==> config.mk <==
export PLATFORM = sky130hd
export DESIGN_NAME = rc_channel_outlier_filter
export DESIGN_NICKNAME = d
export VERILOG_FILES = /design/src/design/rcof_pkg.sv /design/src/design/rc_channel_outlier_filter.sv /design/src/design/rcof_chan_filter.sv
export SDC_FILE = /design/constraint.sdc
export NUM_CORES = 2
export LEC_CHECK = 0
export ABC_AREA = 1
export BUFFER_PORTS_ARGS = -buffer_cell sky130_fd_sc_hd__buf_2
export CAP_MARGIN = 20
export CORE_ASPECT_RATIO = 0.5
export CORE_UTILIZATION = 50
export DETAILED_ROUTE_END_ITERATION = 7
export GPL_TIMING_DRIVEN = 0
export PLACE_DENSITY = 0.69
export REMOVE_ABC_BUFFERS = 1
export SLEW_MARGIN = 20
export SYNTH_ARGS = -nofsm -noshare
export SYNTH_HDL_FRONTEND = slang
export SYNTH_HIERARCHICAL = 1
export SYNTH_SLANG_ARGS = --single-unit
==> constraint.sdc <==
create_clock -name clk_i -period 9.5 [get_ports clk_i]
set_input_delay 1.9 -clock clk_i [delete_from_list [all_inputs] [get_ports clk_i]]
set_output_delay 1.9 -clock clk_i [all_outputs]
set_load 0.005 [all_outputs]
==> src/design/rcof_pkg.sv <==
// ----------------------------------------------------------------------------
// rcof_pkg
// Shared types and constants of the radio-control channel outlier filter.
// ----------------------------------------------------------------------------
package rcof_pkg;

  localparam int unsigned SAMPLE_W       = 16;
  localparam int unsigned CFG_W          = 16;
  localparam int unsigned CFG_IDX_W      = 2;
  localparam int unsigned WINDOW_DEFAULT = 3;

  localparam logic [CFG_W-1:0] THRESHOLD_RESET = 16'd750;
  localparam logic [CFG_W-1:0] LOW_LIMIT_RESET = 16'd500;
  localparam logic [CFG_W-1:0] HIGH_LIMIT_RESET = 16'd1500;

  typedef enum logic [CFG_IDX_W-1:0] {
    CFG_OUTLIER_THRESHOLD = 2'd0,
    CFG_MODE_LOW_LIMIT    = 2'd1,
    CFG_MODE_HIGH_LIMIT   = 2'd2
  } cfg_idx_e;

  typedef enum logic [1:0] {
    MODE_EXECUTE = 2'd0,
    MODE_LAND    = 2'd1,
    MODE_HOLD    = 2'd2
  } flight_mode_e;

  typedef struct packed {
    logic [SAMPLE_W-1:0] sample_a;
    logic [SAMPLE_W-1:0] sample_b;
    logic [SAMPLE_W-1:0] sample_c;
  } in_t;

  typedef struct packed {
    logic [SAMPLE_W-1:0] clean_a;
    logic [SAMPLE_W-1:0] clean_b;
    logic [SAMPLE_W-1:0] clean_c;
    logic                swapped_a;
    logic                swapped_b;
    logic                swapped_c;
    flight_mode_e        flight_mode;
  } out_t;

endpackage

==> src/design/rc_channel_outlier_filter.sv <==
// ----------------------------------------------------------------------------
// rc_channel_outlier_filter
// Three-channel sliding-window outlier filter with flight mode selection.
// ----------------------------------------------------------------------------
// Accepts one frame of three channel samples per cycle and returns one result
// per frame: the frame is held in an input register, filtered in a single
// combinational pass (window sum, distance test, reciprocal-multiply mean,
// mode compare) and captured in a result register. Throughput is one frame
// per clock as long as results are taken. The first WINDOW-1 frames after
// reset pass unchanged; from then on a sample farther than the threshold from
// the window mean is replaced by the floored mean. The user must write
// registers through the write port only while no frame is in flight; the
// block itself does not enforce this.
module rc_channel_outlier_filter #(
  parameter int unsigned WINDOW = rcof_pkg::WINDOW_DEFAULT
) (
  input  logic                           clk_i,
  input  logic                           rst_ni,
  input  logic                           cfg_we_i,
  input  logic [rcof_pkg::CFG_IDX_W-1:0] cfg_idx_i,
  input  logic [rcof_pkg::CFG_W-1:0]     cfg_data_i,
  input  logic                           in_valid_i,
  output logic                           in_ready_o,
  input  rcof_pkg::in_t                  in_data_i,
  output logic                           out_valid_o,
  input  logic                           out_ready_i,
  output rcof_pkg::out_t                 out_data_o
);
  import rcof_pkg::*;

  localparam int unsigned FILL_W = $clog2(WINDOW + 1);

  logic [CFG_W-1:0]    threshold_q;
  logic [CFG_W-1:0]    low_limit_q;
  logic [CFG_W-1:0]    high_limit_q;
  logic [FILL_W-1:0]   fill_q, fill_d;
  logic                s1_valid_q;
  in_t                 s1_data_q;
  logic                out_valid_q;
  out_t                out_data_q, out_data_d;
  logic                s1_adv;
  logic                full;
  logic [SAMPLE_W-1:0] clean_a;
  logic [SAMPLE_W-1:0] clean_b;
  logic [SAMPLE_W-1:0] clean_c;
  logic                swapped_a;
  logic                swapped_b;
  logic                swapped_c;
  flight_mode_e        flight_mode;

  assign s1_adv     = s1_valid_q && (!out_valid_q || out_ready_i);
  assign in_ready_o = !s1_valid_q || s1_adv;
  assign full       = fill_q >= FILL_W'(WINDOW - 1);
  assign fill_d     = (fill_q == FILL_W'(WINDOW)) ? fill_q : fill_q + 1'b1;

  always_ff @(posedge clk_i or negedge rst_ni) begin
    if (!rst_ni) begin
      threshold_q  <= THRESHOLD_RESET;
      low_limit_q  <= LOW_LIMIT_RESET;
      high_limit_q <= HIGH_LIMIT_RESET;
    end else if (cfg_we_i) begin
      unique case (cfg_idx_i)
        CFG_OUTLIER_THRESHOLD: threshold_q  <= cfg_data_i;
        CFG_MODE_LOW_LIMIT:    low_limit_q  <= cfg_data_i;
        CFG_MODE_HIGH_LIMIT:   high_limit_q <= cfg_data_i;
        default: ;
      endcase
    end
  end

  always_ff @(posedge clk_i or negedge rst_ni) begin
    if (!rst_ni) begin
      s1_valid_q  <= 1'b0;
      out_valid_q <= 1'b0;
      fill_q      <= '0;
    end else begin
      if (in_ready_o) begin
        s1_valid_q <= in_valid_i;
      end
      if (s1_adv) begin
        out_valid_q <= 1'b1;
        fill_q      <= fill_d;
      end else if (out_ready_i) begin
        out_valid_q <= 1'b0;
      end
    end
  end

  always_ff @(posedge clk_i) begin
    if (in_ready_o && in_valid_i) begin
      s1_data_q <= in_data_i;
    end
    if (s1_adv) begin
      out_data_q <= out_data_d;
    end
  end

  rcof_chan_filter #(.WINDOW(WINDOW)) u_chan_a (
    .clk_i       (clk_i),
    .shift_i     (s1_adv),
    .full_i      (full),
    .threshold_i (threshold_q),
    .sample_i    (s1_data_q.sample_a),
    .clean_o     (clean_a),
    .swapped_o   (swapped_a)
  );

  rcof_chan_filter #(.WINDOW(WINDOW)) u_chan_b (
    .clk_i       (clk_i),
    .shift_i     (s1_adv),
    .full_i      (full),
    .threshold_i (threshold_q),
    .sample_i    (s1_data_q.sample_b),
    .clean_o     (clean_b),
    .swapped_o   (swapped_b)
  );

  rcof_chan_filter #(.WINDOW(WINDOW)) u_chan_c (
    .clk_i       (clk_i),
    .shift_i     (s1_adv),
    .full_i      (full),
    .threshold_i (threshold_q),
    .sample_i    (s1_data_q.sample_c),
    .clean_o     (clean_c),
    .swapped_o   (swapped_c)
  );

  // Low limit wins when the limits cross.
  always_comb begin
    priority if (clean_c < low_limit_q) begin
      flight_mode = MODE_EXECUTE;
    end else if (clean_c > high_limit_q) begin
      flight_mode = MODE_LAND;
    end else begin
      flight_mode = MODE_HOLD;
    end
  end

  assign out_data_d = '{
    clean_a:     clean_a,
    clean_b:     clean_b,
    clean_c:     clean_c,
    swapped_a:   swapped_a,
    swapped_b:   swapped_b,
    swapped_c:   swapped_c,
    flight_mode: flight_mode
  };

  assign out_valid_o = out_valid_q;
  assign out_data_o  = out_data_q;

endmodule

==> src/design/rcof_chan_filter.sv <==
// ----------------------------------------------------------------------------
// rcof_chan_filter
// Sample history and outlier test of one channel: window sum, distance test
// against the scaled threshold and floored mean by reciprocal multiplication.
// ----------------------------------------------------------------------------
module rcof_chan_filter #(
  parameter int unsigned WINDOW = rcof_pkg::WINDOW_DEFAULT
) (
  input  logic                          clk_i,
  input  logic                          shift_i,
  input  logic                          full_i,
  input  logic [rcof_pkg::CFG_W-1:0]    threshold_i,
  input  logic [rcof_pkg::SAMPLE_W-1:0] sample_i,
  output logic [rcof_pkg::SAMPLE_W-1:0] clean_o,
  output logic                          swapped_o
);
  import rcof_pkg::*;

  localparam int unsigned LOG_W  = $clog2(WINDOW);
  localparam int unsigned SUM_W  = SAMPLE_W + LOG_W;
  localparam int unsigned DIV_SH = SUM_W + LOG_W;
  localparam int unsigned PROD_W = 2 * SUM_W + 1;
  localparam int unsigned HIST_N = (WINDOW > 1) ? WINDOW - 1 : 1;
  localparam logic [SUM_W:0] RECIP =
    (SUM_W + 1)'(((64'd1 << DIV_SH) + 64'(WINDOW) - 64'd1) / 64'(WINDOW));

  logic [SAMPLE_W-1:0] hist_q [HIST_N];
  logic [SUM_W-1:0]    sum;
  logic [SUM_W-1:0]    scaled;
  logic [SUM_W-1:0]    thr_scaled;
  logic [SUM_W-1:0]    gap;
  logic [PROD_W-1:0]   prod;
  logic [SAMPLE_W-1:0] mean;

  always_ff @(posedge clk_i) begin
    if (shift_i) begin
      hist_q[0] <= sample_i;
      for (int i = 1; i < HIST_N; i++) begin
        hist_q[i] <= hist_q[i-1];
      end
    end
  end

  always_comb begin
    sum = SUM_W'(sample_i);
    for (int i = 0; i < WINDOW - 1; i++) begin
      sum = sum + SUM_W'(hist_q[i]);
    end
  end

  assign scaled     = SUM_W'(WINDOW) * SUM_W'(sample_i);
  assign thr_scaled = SUM_W'(WINDOW) * SUM_W'(threshold_i);
  assign gap        = (scaled > sum) ? (scaled - sum) : (sum - scaled);
  assign prod       = PROD_W'(sum) * PROD_W'(RECIP);
  assign mean       = prod[DIV_SH +: SAMPLE_W];

  assign swapped_o = full_i && (gap > thr_scaled);
  assign clean_o   = swapped_o ? mean : sample_i;

endmodule

==> flow_summary.json <==
{
  "outcome": "complete, no violations",
  "nets": 6953,
  "antennaDiodeCount": 0,
  "htree_levels": 1,
  "clock_path_buffers": 3,
  "critPathArrivalTime_ns": 9.47,
  "ant_nets": 0,
  "relSlewSlack_pct": 25.7,
  "grt-ovfl-total": 0,
  "rsz0062_at_grt": "false",
  "critical_path.most_common_cell": "inv_1",
  "hold_depth": 0,
  "grt_max_degree": 53,
  "ys_seq_area_share_pct": 16.5,
  "core_area_mm2": 0.0863,
  "fin_crit_ns": 9.08,
  "routed_wl_mm": 116,
  "drc_errors": 0,
  "synth_warnings": 6,
  "yosysUniqueCellTypes": 64,
  "die_y_um": 211,
  "synthCells": 5615,
  "insertion_delay_ns": 0.63,
  "syn_avg_cell_area_um2": 7.79,
  "finClkSkew_ns": 0.0347,
  "drtIter0Drc": 2343,
  "start_util_pct": 50.7,
  "fillCellCount": 8207,
  "drive_above_1_share_pct": 7.20,
  "placedInstanceArea_mm2": 0.0459,
  "final-hold-violation-count": 0,
  "synth_ff_type": "edfxtp_1",
  "hpwl_mm": 101,
  "antenna_found_initial": 0,
  "routedWlPerCell_um": 16.8,
  "grt_usage_pct": 26.8,
  "design_area_mm2": 0.0469,
  "ff2ff_path_depth": 42,
  "synth_edf_count": 197,
  "cts_tree": "built",
  "first_pass_iters": 6,
  "clkSlewWorstSetupHoldPaths_ns": 0.06,
  "row_count": 76,
  "via_per_inst": 5.14,
  "die_w_um": 420,
  "io_buffer_count": 125,
  "final_common_cell": "inv_1",
  "vias": 35634,
  "cts-root-buf": "clkbuf_16",
  "postSynthRegisterBits": 249,
  "synthesis.area_mm2": 0.0438,
  "grt_pass1_vias": 36308,
  "maxSlewViolCount": 0,
  "final_cell_mix": "inv_1, nand2_1, ha_1",
  "synth_area_leaders": "ha_1, fa_1, edfxtp_1, inv_1, nand2_1",
  "ioPinCount": 126,
  "dieArea_mm2": 0.0888,
  "setup-violations-final": 0,
  "max_stage_delay_ns": 0.56,
  "numClockSinks": 249,
  "max_clock_freq_mhz": 110,
  "path_delay_family": "adder cells",
  "critPathCaptureType": "register",
  "synth_top_area_share_pct": 21.9,
  "area_delta_synth_final_pct": 7.24,
  "max_slew.worst_pin.slew_ns": 1.11,
  "cts_hold_buf": 0,
  "grt_first_pass_wirelength_mm": 188,
  "yosysTopAreaCell": "ha_1",
  "hold_class": "reg2reg",
  "startpoint_type": "register",
  "gp_congestion": 0.958,
  "slowest_stage": "fa_1",
  "path_max_fanout": 4,
  "cp_num_cells": 42,
  "period_share_pct": 95.6,
  "crit_buf_inv": 11,
  "async_flop_share_pct": 20.9,
  "crit_required_ns": 9.89,
  "cap_violations": 0,
  "critPathKind": "reg2reg",
  "numCtsBuffers": 28
}
-- layout make-up --
cell class | count | area, µm² | area share, %
Timing Repair Buffer | 137 | 886 | 1.89
Inverter | 1396 | 5250 | 11.2
Clock buffer | 37 | 758 | 1.62
Multi-Input combinational cell | 3930 | 31200 | 66.4
Sequential cell | 249 | 7240 | 15.4
Clock inverter | 15 | 148 | 0.315
Tap cell | 1170 | 1460 | 3.12
-- path summary, 6_finish.rpt --
| path | slack, ns | from | to |
|---|---|---|---|
| setup / recovery | 0.42 | s1_data_q[1] | out_data_o[1] |
| hold / removal | 0.46 | u_chan_c/hist_q[0][15] | u_chan_c/hist_q[0][31] |
| setup reg to reg | 0.42 | s1_data_q[1] | out_data_o[1] |
| hold reg to reg | 0.46 | u_chan_c/hist_q[0][15] | u_chan_c/hist_q[0][31] |
| max in group asynchronous | 7.75 | rst_ni | s1_valid_q |
| min in group asynchronous | 1.29 | rst_ni | low_limit_q[3] |
-- metal layers --
layer  routed length [µm]  vias to the layer above  track usage (%)
met1                52000                    16835             34.6
li1                     -                    17950                -
met5                    0                        -                0
met4                 3810                        0             7.79
met3                 3810                      152             2.32
met2                56700                      697             47.8
-- synth_stat cells, drive strengths merged (2+ instances only) --
cell	number
inv	1393
nand2	1264
ha	765
fa	375
a21oi	305
nor2	269
o21ai	245
nand3	236
edfxtp	197
xor2	141
xnor2	60
nand4	55
nor3	43
dfrtp	32
o21bai	27
a21o	25
buf	25
a31oi	20
dfstp	20
clkbuf	15
or2	15
nand3b	14
o21a	14
a21boi	12
and2	8
a211oi	6
o221ai	6
a221oi	5
nor4	4
clkinv	3
o2111ai	3
o221a	3
o2bb2ai	3
o211ai	2
-- cells by family (layout without fill, tap and decap cells) --
| family | Yosys count | in the layout | share of synthesized area (%) |
|---|---|---|---|
| xor gates and xnor gates | 201 | 201 | 4.02 |
| DFF | 249 | 249 | 16.5 |
| buffers and inverters | 1436 | 1585 | 12.6 |
| adders and majority gates | 1140 | 1140 | 39.0 |
| and+or+nand+nor | 1909 | 1909 | 19.2 |
| AOI/OAI and AO/OA | 680 | 680 | 8.65 |
-- registers in the layout, summed over array words and instances, names as in the netlist --
name	cells
threshold_q	16
u_chan_b/hist_q	32
u_chan_a/hist_q	32
out_data_o	53
u_chan_c/hist_q	32
s1_valid_q	1
fill_q	2
high_limit_q	16
low_limit_q	16
out_valid_o	1
s1_data_q	48
-- per-stage QoR --
step | setup TNS (ns) | setup slack, ns | hold WS, ns | utilization, % | std cells
2_1_floorplan | -52.51 | -0.876 | 0.426 | - | 5575
5_1_grt | 0 | 0.00472 | 0.464 | 54.4 | 6934
4_1_cts | 0 | 0.0931 | 0.455 | 54.2 | 6932
6_report | 0 | 0.417 | 0.455 | 54.4 | 6934
3_3_place_gp | -730.29 | -5.68 | 0.431 | 52.8 | 6870
3_5_place_dp | -1.36 | -0.714 | 0.439 | 53.1 | 6879
-- timing repair --
action,in CTS,in global routing
hold endpoints to repair,0,0
pin swaps,0,4
resized for setup,10,27
setup endpoints to repair,2,2
setup buffers,1,2
Power is left out: the tool's default activity adds up to more than one toggle a clock period on the data nets, which glitch-free logic cannot reach.
